## src/wbps_pkg.sv

```systemverilog
package wbps_pkg;

  // window and pattern geometry
  localparam int MAX_PATTERN_BYTES = 16;
  localparam int PAT_BYTES         = 16;
  localparam int PAT_IDX_W         = $clog2(PAT_BYTES);
  localparam int LEN_LIMIT         = (MAX_PATTERN_BYTES < PAT_BYTES) ? MAX_PATTERN_BYTES
                                                                     : PAT_BYTES;
  localparam int LEN_W             = 5;
  localparam int WILD_W            = 16;

  // region counting
  localparam longint MAX_REGION_BYTES = 64'd16777216;
  localparam int     CNT_W            = $clog2(MAX_REGION_BYTES) + 1;
  localparam int     OFF_W            = 24;
  localparam logic [CNT_W-1:0] REGION_MAX = CNT_W'(MAX_REGION_BYTES);

  // configuration port
  localparam int DATA_W = 64;
  localparam int ADDR_W = 5;

  typedef enum logic [1:0] {
    REG_PAT_LO = 2'd0,
    REG_PAT_HI = 2'd1,
    REG_WILD   = 2'd2,
    REG_LEN    = 2'd3
  } reg_idx_t;

  typedef struct packed {
    logic [DATA_W-1:0] pat_lo;
    logic [DATA_W-1:0] pat_hi;
    logic [WILD_W-1:0] wild;
    logic [LEN_W-1:0]  len;
  } cfg_t;

  typedef struct packed {
    logic       care;
    logic [7:0] pat;
  } cell_cfg_t;

  typedef struct packed {
    logic             found;
    logic [OFF_W-1:0] offset;
  } res_t;

endpackage

```

## src/wbps_regs.sv

```systemverilog
module wbps_regs
  import wbps_pkg::*;
(
  input  logic              clk,
  input  logic              rst,
  input  logic              psel,
  input  logic              penable,
  input  logic              pwrite,
  input  logic [ADDR_W-1:0] paddr,
  input  logic [DATA_W-1:0] pwdata,
  output logic [DATA_W-1:0] prdata,
  output logic              pready,
  output cfg_t              cfg
);

  reg_idx_t idx;
  logic     wr_en;

  assign idx    = reg_idx_t'(paddr[ADDR_W-1:3]);
  assign pready = 1'b1;
  assign wr_en  = psel && penable && pwrite && pready;

  always_ff @(posedge clk) begin
    if (rst) begin
      cfg.pat_lo <= '0;
      cfg.pat_hi <= '0;
      cfg.wild   <= '0;
      cfg.len    <= LEN_W'(1);
    end else if (wr_en) begin
      case (idx)
        REG_PAT_LO: cfg.pat_lo <= pwdata;
        REG_PAT_HI: cfg.pat_hi <= pwdata;
        REG_WILD:   cfg.wild   <= pwdata[WILD_W-1:0];
        REG_LEN:    cfg.len    <= pwdata[LEN_W-1:0];
        default: ;
      endcase
    end
  end

  always_comb begin
    case (idx)
      REG_PAT_LO: prdata = cfg.pat_lo;
      REG_PAT_HI: prdata = cfg.pat_hi;
      REG_WILD:   prdata = DATA_W'(cfg.wild);
      REG_LEN:    prdata = DATA_W'(cfg.len);
      default:    prdata = '0;
    endcase
  end

endmodule

```

## src/wbps_cell.sv

```systemverilog
module wbps_cell
  import wbps_pkg::*;
(
  input  logic       clk,
  input  logic       shift_en,
  input  logic [7:0] din,
  input  cell_cfg_t  ccfg,
  output logic [7:0] dout,
  output logic       hit
);

  logic [7:0] q;

  // byte moves one place down the window on every accepted request
  always_ff @(posedge clk) begin
    if (shift_en) begin
      q <= din;
    end
  end

  assign dout = q;
  // compare the byte this cell is about to hold
  assign hit  = !ccfg.care || (din == ccfg.pat);

endmodule

```

## src/wbps_out.sv

```systemverilog
module wbps_out
  import wbps_pkg::*;
(
  input  logic clk,
  input  logic rst,
  input  logic push,
  input  res_t push_res,
  input  logic out_stall,
  output logic out_valid,
  output res_t out_res,
  output logic full
);

  logic skid_valid;
  res_t skid_res;
  logic pop;

  assign pop  = out_valid && !out_stall;
  assign full = skid_valid;

  always_ff @(posedge clk) begin
    if (rst) begin
      out_valid  <= 1'b0;
      skid_valid <= 1'b0;
    end else if (pop || !out_valid) begin
      if (skid_valid) begin
        out_valid  <= 1'b1;
        out_res    <= skid_res;
        skid_valid <= push;
        if (push) begin
          skid_res <= push_res;
        end
      end else begin
        out_valid <= push;
        if (push) begin
          out_res <= push_res;
        end
      end
    end else if (push) begin
      skid_valid <= 1'b1;
      skid_res   <= push_res;
    end
  end

endmodule

```

## src/wildcard_byte_pattern_scanner.sv

```systemverilog
// Wildcard byte pattern scanner. Region bytes arrive one request per clock on data_byte
// while in_stall is low, with region_end set on the final byte. A row of byte cells shifts
// the region through a 16-byte window, and each cell compares the byte it takes in against
// the pattern byte that lines up with it (or ignores it if that byte is a wildcard or lies
// beyond pattern_length). The first complete match in a region yields one result with
// match_found set and match_offset the offset of its first byte; a region with no match
// yields one result with match_found clear on its final byte. Later matches in the same
// region are ignored, and every region starts fresh after its final byte. The block takes
// one byte every cycle while in_stall is low: the compare of all cells and the offset
// subtract sit between the input and the result register. in_stall rises only when a
// result sits in the output register and a second one fills the skid stage behind it while
// out_stall holds. The 64-bit configuration port has registers at byte addresses 0, 8, 16
// and 24 (pattern bytes 0-7, pattern bytes 8-15, wildcard mask, pattern length); a length
// of 0 acts as 1 and one above 16 acts as 16. Offsets saturate at 2^24 minus the pattern
// length for very long regions.
module wildcard_byte_pattern_scanner
  import wbps_pkg::*;
(
  input  logic              clk,
  input  logic              rst,
  // configuration port
  input  logic              psel,
  input  logic              penable,
  input  logic              pwrite,
  input  logic [ADDR_W-1:0] paddr,
  input  logic [DATA_W-1:0] pwdata,
  output logic [DATA_W-1:0] prdata,
  output logic              pready,
  // byte requests
  input  logic              in_valid,
  output logic              in_stall,
  input  logic [7:0]        data_byte,
  input  logic              region_end,
  // results
  output logic              out_valid,
  input  logic              out_stall,
  output logic              match_found,
  output logic [OFF_W-1:0]  match_offset
);

  cfg_t cfg;

  wbps_regs u_regs (
    .clk     (clk),
    .rst     (rst),
    .psel    (psel),
    .penable (penable),
    .pwrite  (pwrite),
    .paddr   (paddr),
    .pwdata  (pwdata),
    .prdata  (prdata),
    .pready  (pready),
    .cfg     (cfg)
  );

  // clamp the length into 1..LEN_LIMIT
  logic [LEN_W-1:0] len;
  always_comb begin
    if (cfg.len == '0) begin
      len = LEN_W'(1);
    end else if (cfg.len > LEN_W'(LEN_LIMIT)) begin
      len = LEN_W'(LEN_LIMIT);
    end else begin
      len = cfg.len;
    end
  end

  // pattern bytes as a table indexed by pattern position
  logic [7:0] pat_byte [PAT_BYTES];
  for (genvar p = 0; p < PAT_BYTES; p++) begin : g_pat
    if (p < 8) begin : g_lo
      assign pat_byte[p] = cfg.pat_lo[8*p +: 8];
    end else begin : g_hi
      assign pat_byte[p] = cfg.pat_hi[8*(p-8) +: 8];
    end
  end

  logic in_fire;
  assign in_fire = in_valid && !in_stall;

  // cell row: cell 0 takes the new byte, cell j holds the byte j places back
  logic [7:0] cell_din  [MAX_PATTERN_BYTES];
  logic [7:0] cell_dout [MAX_PATTERN_BYTES];
  logic [MAX_PATTERN_BYTES-1:0] cell_hit;
  cell_cfg_t  cell_cfg  [MAX_PATTERN_BYTES];

  for (genvar j = 0; j < MAX_PATTERN_BYTES; j++) begin : g_cell
    if (j == 0) begin : g_head
      assign cell_din[j] = data_byte;
    end else begin : g_link
      assign cell_din[j] = cell_dout[j-1];
    end

    if (j < LEN_LIMIT) begin : g_used
      // pattern byte len-1-j lines up with window position j
      logic [LEN_W-1:0] k;
      assign k = len - LEN_W'(1) - LEN_W'(j);
      assign cell_cfg[j].care = (LEN_W'(j) < len) && !cfg.wild[k[PAT_IDX_W-1:0]];
      assign cell_cfg[j].pat  = pat_byte[k[PAT_IDX_W-1:0]];
    end else begin : g_spare
      assign cell_cfg[j].care = 1'b0;
      assign cell_cfg[j].pat  = '0;
    end

    wbps_cell u_cell (
      .clk      (clk),
      .shift_en (in_fire),
      .din      (cell_din[j]),
      .ccfg     (cell_cfg[j]),
      .dout     (cell_dout[j]),
      .hit      (cell_hit[j])
    );
  end

  // region bookkeeping
  logic [CNT_W-1:0] bytes_seen;
  logic [CNT_W-1:0] bytes_seen_next;
  logic             already_found;
  logic             match;
  logic [CNT_W-1:0] start_pos;
  logic             push;
  res_t             push_res;

  assign bytes_seen_next = (bytes_seen == REGION_MAX) ? bytes_seen
                                                      : bytes_seen + CNT_W'(1);
  assign start_pos       = bytes_seen_next - CNT_W'(len);
  // no earlier match in the region, enough bytes in the window and every cell agrees
  assign match           = !already_found && (bytes_seen_next >= CNT_W'(len)) && (&cell_hit);
  assign push            = in_fire && (match || (region_end && !already_found));
  assign push_res.found  = match;
  assign push_res.offset = match ? start_pos[OFF_W-1:0] : '0;

  always_ff @(posedge clk) begin
    if (rst) begin
      bytes_seen    <= '0;
      already_found <= 1'b0;
    end else if (in_fire) begin
      if (region_end) begin
        bytes_seen    <= '0;
        already_found <= 1'b0;
      end else begin
        bytes_seen    <= bytes_seen_next;
        already_found <= already_found || match;
      end
    end
  end

  // result register with skid stage behind it
  res_t out_res;
  logic out_full;

  wbps_out u_out (
    .clk       (clk),
    .rst       (rst),
    .push      (push),
    .push_res  (push_res),
    .out_stall (out_stall),
    .out_valid (out_valid),
    .out_res   (out_res),
    .full      (out_full)
  );

  assign in_stall     = out_full;
  assign match_found  = out_res.found;
  assign match_offset = out_res.offset;

endmodule

```

## config.mk

```make
export PLATFORM = sky130hd
export DESIGN_NAME = wildcard_byte_pattern_scanner
export DESIGN_NICKNAME = d
export VERILOG_FILES = /design/src/wbps_pkg.sv /design/src/wbps_regs.sv /design/src/wbps_cell.sv /design/src/wbps_out.sv /design/src/wildcard_byte_pattern_scanner.sv
export SDC_FILE = /design/constraint.sdc
export NUM_CORES = 1
export LEC_CHECK = 0
export ABC_AREA = 1
export BUFFER_PORTS_ARGS = -buffer_cell sky130_fd_sc_hd__buf_2
export CAP_MARGIN = 20
export CORE_MARGIN = 2
export CORE_UTILIZATION = 60
export DETAILED_ROUTE_END_ITERATION = 12
export PLACE_DENSITY_LB_ADDON = 0.25
export SLEW_MARGIN = 20
export SYNTH_ARGS = -nofsm -noshare
export SYNTH_HDL_FRONTEND = slang
export SYNTH_HIERARCHICAL = 1
export SYNTH_SLANG_ARGS = --single-unit
```

## constraint.sdc

```tcl
create_clock -name clk -period 14.3 [get_ports clk]
set_input_delay 0.715 -clock clk [delete_from_list [all_inputs] [get_ports clk]]
set_output_delay 0.715 -clock clk [all_outputs]
set_load 0.05 [all_outputs]
```

==> results of run 1 <==
==> cell type report <==
class                           count  area [um2]  area share [%]
Clock inverter                     22         287            1.09
Inverter                          371        1400            5.30
Multi-Input combinational cell   2647       13200            50.0
Clock buffer                       52        1140            4.31
Tap cell                          525         657            2.49
Timing Repair Buffer              195        1080            4.08
Sequential cell                   347        8650            32.8
==> layer usage <==
metal / vias up / wire length [um] / GRT usage, % / part of all wire, %
li1: 11448 / - / - / -
met1: 10935 / 34800 / 55.2 / 44
met2: 1299 / 33500 / 55.0 / 42
met3: 140 / 8950 / 7.81 / 11
met4: 0 / 2610 / 11.4 / 3.3
met5: - / 0 / 0 / 0
==> cells in the final DEF, fill, tap and decap left out, types with 5 or more instances in the layout <==
| master | instances |
|---|---|
| clkinv_2 | 5 |
| nand2_2 | 15 |
| mux2i_1 | 166 |
| a21oi_1 | 40 |
| clkbuf_1 | 5 |
| nor3_1 | 11 |
| inv_2 | 16 |
| clkbuf_16 | 42 |
| xnor2_1 | 65 |
| clkinvlp_4 | 5 |
| inv_1 | 348 |
| buf_4 | 20 |
| xor2_1 | 17 |
| clkinv_1 | 8 |
| xor2_4 | 5 |
| nor2_2 | 13 |
| o21ai_0 | 380 |
| o21ai_1 | 13 |
| nand2_1 | 1157 |
| bufinv_16 | 6 |
| buf_2 | 172 |
| a22o_1 | 48 |
| nor2_4 | 16 |
| nand3_1 | 194 |
| nor2_1 | 424 |
| nand4_1 | 19 |
| dfxtp_1 | 177 |
| o21bai_1 | 6 |
| edfxtp_1 | 170 |
| ha_1 | 14 |
| clkbuf_8 | 5 |
==> worst reg2reg max path: cells and delay by family (launching register included) <==
| kind | cells | cell delay [ns] |
|---|---|---|
| buf+inv | 5 | 2.26 |
| simple gates | 16 | 2.75 |
| fa+ha+maj | 1 | 0.42 |
| compound gates | 4 | 1.52 |
| mux | 1 | 0.28 |
| flops | 1 | 0.53 |
| xor+xnor | 1 | 0.21 |
==> per-stage QoR <==
step | utilization, % | total power, mW
global route | 66.6 | 2.89
global placement | 62.8 | 1.66
finish | 66.6 | 2.79
CTS | 66.4 | 2.78
floorplan | - | 1.52
detailed placement | 62.8 | 1.67
==> worst max-delay path by stage <==
stage | endpoint | slack, ns | from | cells past startpoint
floorplan | u_out/skid_res[0] | 5.49 | in_valid | 7
detailed placement | u_out/out_res[1] | 6.01 | u_regs/cfg[1] | 28
global placement | u_out/skid_res[15] | 6.23 | u_regs/cfg[1] | 28
global route | u_out/out_res[16] | 5.33 | u_regs/cfg[1] | 28
finish | u_out/out_res[18] | 5.95 | u_regs/cfg[1] | 28
CTS | u_out/out_res[18] | 5.86 | u_regs/cfg[3] | 28
==> report_power, final <==
| part | switching [mW] | internal, mW |
|---|---|---|
| sequential | 0.0272 | 1.08 |
| clock | 0.442 | 0.674 |
| combinational | 0.393 | 0.172 |
| total | 0.862 | 1.93 |
==> sequential cells by signal, summed over array words and instances, names as in the netlist <==
name and flops:
u_regs/cfg 149, g_cell.u_cell/dout 120, already_found 1, u_out/skid_res 25, u_out/out_valid 1, bytes_seen 25
u_out/full 1, u_out/out_res 25
==> results.json, run 1 <==
{
  "status": "finished, final reports clean",
  "cellPowerDensity_mw_per_mm2": 106,
  "arrival_ns": 8.55,
  "reg2reg_depth": 28,
  "cts.clk_slew.worst_paths_ns": 0.07,
  "finalWirelength_um": 79900,
  "route.detailed.wl_per_inst_um": 19.2,
  "die_area_mm2": 0.0418,
  "cts_buffer_depth": 3,
  "layoutNonFillerInstCount": 4159,
  "min_from": "data_byte[1]",
  "vias_per_cell": 5.73,
  "max_freq_mhz": 120,
  "cts.sinks": 347,
  "drtIter0Drc": 3130,
  "critical-path-top-delay-family": "simple AND/OR/NAND/NOR gates",
  "hold_slack_ns": 0.361,
  "stdcell_area_mm2": 0.0264,
  "row_count": 73,
  "synthCells": 3554,
  "area_growth_pct": 9.62,
  "postCtsSetupRepairBufs": 0,
  "nets": 3703,
  "cpMostUsedCell": "nand2_1",
  "min_path_type": "input pin to register",
  "core-area_mm2": 0.0396,
  "p_leak_nw": 11.4,
  "critical_path.max_stage_delay_ns": 0.80,
  "n_fill_cell": 3407,
  "avgSynthCellArea_um2": 6.78,
  "antenna_found_initial": 0,
  "ir_drop_mv": 0.102,
  "grt_pass1_wl_um": 119000,
  "setup_viol_count_final": 0,
  "cts_hold_buf": 0,
  "grt_max_degree": 167,
  "portBuffers": 172,
  "worstPathRequired_ns": 14.50,
  "antenna_left": 0,
  "placed_cell_area_mm2": 0.0249,
  "placed_cells": 4083,
  "cp_max_fo": 166,
  "num_io_pins": 177,
  "synth_warnings": 6,
  "whs_path_depth": 1,
  "worst_setup_path_end_kind": "register",
  "finalCriticalPeriod_ns": 8.35,
  "setup_ws_ns": 5.95,
  "clk_latency_ns": 0.57,
  "cts_tree": "yes",
  "numCtsBuffers": 40,
  "relSlewSlack_pct": 28.8,
  "layout-drive-gt1-share_pct": 9.71,
  "rsz0062_at_grt": "no",
  "grt.total_usage_pct": 37.5,
  "h-tree-depth": 2,
  "die_x_um": 204,
  "min_period_over_period_pct": 58.4,
  "worstHoldEndpoint": "g_cell[0].u_cell/dout[1]",
  "initial_core_util_pct": 60.8,
  "rrSetupSlack_ns": 5.95,
  "diodes": 0,
  "root_buffer": "clkbuf_16",
  "hpwl_um": 59100,
  "worstMarginPinSlew_ns": 1.07,
  "vias": 23822,
  "start_kind": "register",
  "grt_overflow": 0,
  "maxCapViolCount": 0,
  "skew_ns": 0.0132,
  "pre_cts_slack_ns": 6.01,
  "synth_nets": 3655,
  "synth_area_mm2": 0.0241,
  "drc": 0,
  "die_h_um": 204,
  "rr_endpoint": "u_out/out_res[18]",
  "finalHoldViolCount": 0,
  "slew_viol_final": 0,
  "grt_pass1_vias": 20599,
  "place_congestion": 1.02,
  "first_pass_iters": 6,
  "worstReg2RegStart": "u_regs/cfg[1]",
  "tns_ns": 0,
  "worst_path_max_delay_cell": "o21ai_0",
  "crit_type": "register to register",
  "ctsResizeCount": 0,
  "worst-path-buf-inv": 5
}
(Power assumes the default switching activity.)
==> run 2, diff against run 1 <==
--- a/config.mk
+++ b/config.mk
@@ -5,7 +5,7 @@
 export SDC_FILE = /design/constraint.sdc
 export NUM_CORES = 1
 export LEC_CHECK = 0
-export ABC_AREA = 1
+export ABC_AREA = 0
 export BUFFER_PORTS_ARGS = -buffer_cell sky130_fd_sc_hd__buf_2
 export CAP_MARGIN = 20
 export CORE_MARGIN = 2
==> constraint.sdc (replaced) <==
create_clock -name clk -period 8 [get_ports clk]
set_input_delay 0.4 -clock clk [delete_from_list [all_inputs] [get_ports clk]]
set_output_delay 0.4 -clock clk [all_outputs]
set_load 0.05 [all_outputs]
==> results.json, run 2 <==
{
  "status": "finished, final reports clean",
  "setup_viol_count_final": 0,
  "pre_cts_slack_ns": 1.49,
  "finalCriticalPeriod_ns": 6.63,
  "ctsResizeCount": 0,
  "final_cell_mix": "mux2i_1 (779), nand2b_1 (216), dfxtp_1 (177), edfxtp_1 (170), buf_2 (170)",
  "register_area_mm2": 0.00865,
  "die_area_mm2": 0.0404,
  "cts_buffer_depth": 3,
  "antenna_found_initial": 0,
  "cp_max_fo": 25,
  "rrSetupSlack_ns": 1.37,
  "portBuffers": 172,
  "vias_per_cell": 6.22,
  "arrival_ns": 6.85,
  "die_h_um": 201,
  "min_from": "data_byte[5]",
  "top_register": "u_regs/cfg",
  "cts.clk_slew.worst_paths_ns": 0.06,
  "synth_warnings": 6,
  "grt_overflow": 0,
  "cellPowerDensity_mw_per_mm2": 162,
  "finalWirelength_um": 67300,
  "grt_max_degree": 149,
  "layout-drive-gt1-share_pct": 14.6,
  "row_count": 72,
  "worstReg2RegStart": "u_regs/cfg[3]",
  "worstHoldEndpoint": "g_cell[0].u_cell/dout[5]",
  "hold_slack_ns": 0.0432,
  "skew_ns": 0.0290,
  "ir_drop_mv": 0.166,
  "stdcell_area_mm2": 0.0256,
  "diodes": 0,
  "grt.total_usage_pct": 32.9,
  "grt_pass1_vias": 16824,
  "p_leak_nw": 10.5,
  "antenna_left": 0,
  "start_kind": "register",
  "h-tree-depth": 2,
  "cts_tree": "yes",
  "worst_setup_path_end_kind": "register",
  "layoutNonFillerInstCount": 2808,
  "cts.sinks": 347,
  "avgSynthCellArea_um2": 10.7,
  "n_fill_cell": 3059,
  "grt_pass1_wl_um": 102000,
  "min_period_over_period_pct": 82.8,
  "drc": 0,
  "drtIter0Drc": 1593,
  "slew_viol_final": 0,
  "min_path_type": "input pin to register",
  "route.detailed.wl_per_inst_um": 24.0,
  "vias": 17458,
  "initial_core_util_pct": 60.5,
  "place_congestion": 0.970,
  "cts_hold_buf": 0,
  "maxCapViolCount": 0,
  "die_x_um": 201,
  "relSlewSlack_pct": 29.3,
  "placed_cells": 2744,
  "tns_ns": 0,
  "first_pass_iters": 5,
  "core-area_mm2": 0.0385,
  "crit_type": "register to register",
  "synthCells": 2171,
  "whs_path_depth": 1,
  "multiInputGateArea_mm2": 0.0139,
  "nets": 2367,
  "worstPathRequired_ns": 8.22,
  "root_buffer": "clkbuf_16",
  "synth_nets": 2272,
  "setup_ws_ns": 1.37,
  "max_freq_mhz": 151,
  "postCtsSetupRepairBufs": 0,
  "finalHoldViolCount": 0,
  "worstMarginPinSlew_ns": 1.06,
  "clk_latency_ns": 0.57,
  "rsz0062_at_grt": "no",
  "largest_reg_flops": 149,
  "synth_area_mm2": 0.0233,
  "area_growth_pct": 9.96,
  "numCtsBuffers": 38,
  "reg2reg_depth": 21,
  "final_common_cell": "mux2i_1",
  "rr_endpoint": "u_out/out_res[13]",
  "placed_cell_area_mm2": 0.0244,
  "hpwl_um": 50800,
  "num_io_pins": 177
}
==> run 2: layout make-up <==
cell class                      count  area share (%)
Multi-Input combinational cell   1659            54.3
Sequential cell                   347            33.8
Timing Repair Buffer              204            4.37
Clock buffer                       49            4.08
Tap cell                          518            2.53
Clock inverter                     15           0.655
Inverter                           16           0.249
==> run 2: worst max-delay path: stages, from the launching register on <==
cell      delay [ns]
dfxtp_1         0.70
nor3_1          0.17
o21ai_4         0.21
inv_1           0.13
ha_4            0.50
clkinv_2        0.42
ha_1            1.03
buf_4           0.25
mux2i_1         0.39
mux2i_1         0.15
xnor2_1         0.19
nand4_1         0.16
o21ai_1         0.17
nand2_1         0.08
nor4_1          0.28
nand4_1         0.19
inv_1           0.13
o41ai_4         0.08
a21oi_1         0.35
nor2_1          0.15
a211oi_4        0.18
buf_4           0.35
==> run 2: worst max-delay path by stage <==
stage | start | end | cells past startpoint
CTS | u_regs/cfg[3] | u_out/out_res[20] | 21
global placement | u_regs/cfg[3] | u_out/out_res[11] | 21
floorplan | u_regs/cfg[2] | u_out/out_res[0] | 26
global route | u_regs/cfg[3] | u_out/out_res[20] | 21
finish | u_regs/cfg[3] | u_out/out_res[13] | 21
detailed placement | u_regs/cfg[3] | u_out/out_res[8] | 21
==> run 2: power breakdown <==
part | leakage [nW] | switching (mW) | internal (mW) | total, mW
combinational | 6.91 | 0.252 | 0.174 | 0.426
sequential | 3.04 | 0.0451 | 1.92 | 1.96
clock | 0.583 | 0.747 | 1.02 | 1.77
==> run 2: metrics by stage <==
step	total power [mW]	util (%)
after floorplan	2.30	-
after global placement	2.41	63.4
after detailed placement	2.42	63.4
after CTS	4.16	66.5
after global routing	4.27	66.5
final	4.16	66.5
==> run 2: layer usage <==
layer	vias up	GRT usage, %	part of all wire, %
met3	91	5.49	8.3
met4	0	9.74	2.8
met2	718	48.9	43
li1	8030	-	-
met1	8619	49.1	46
met5	-	0	0
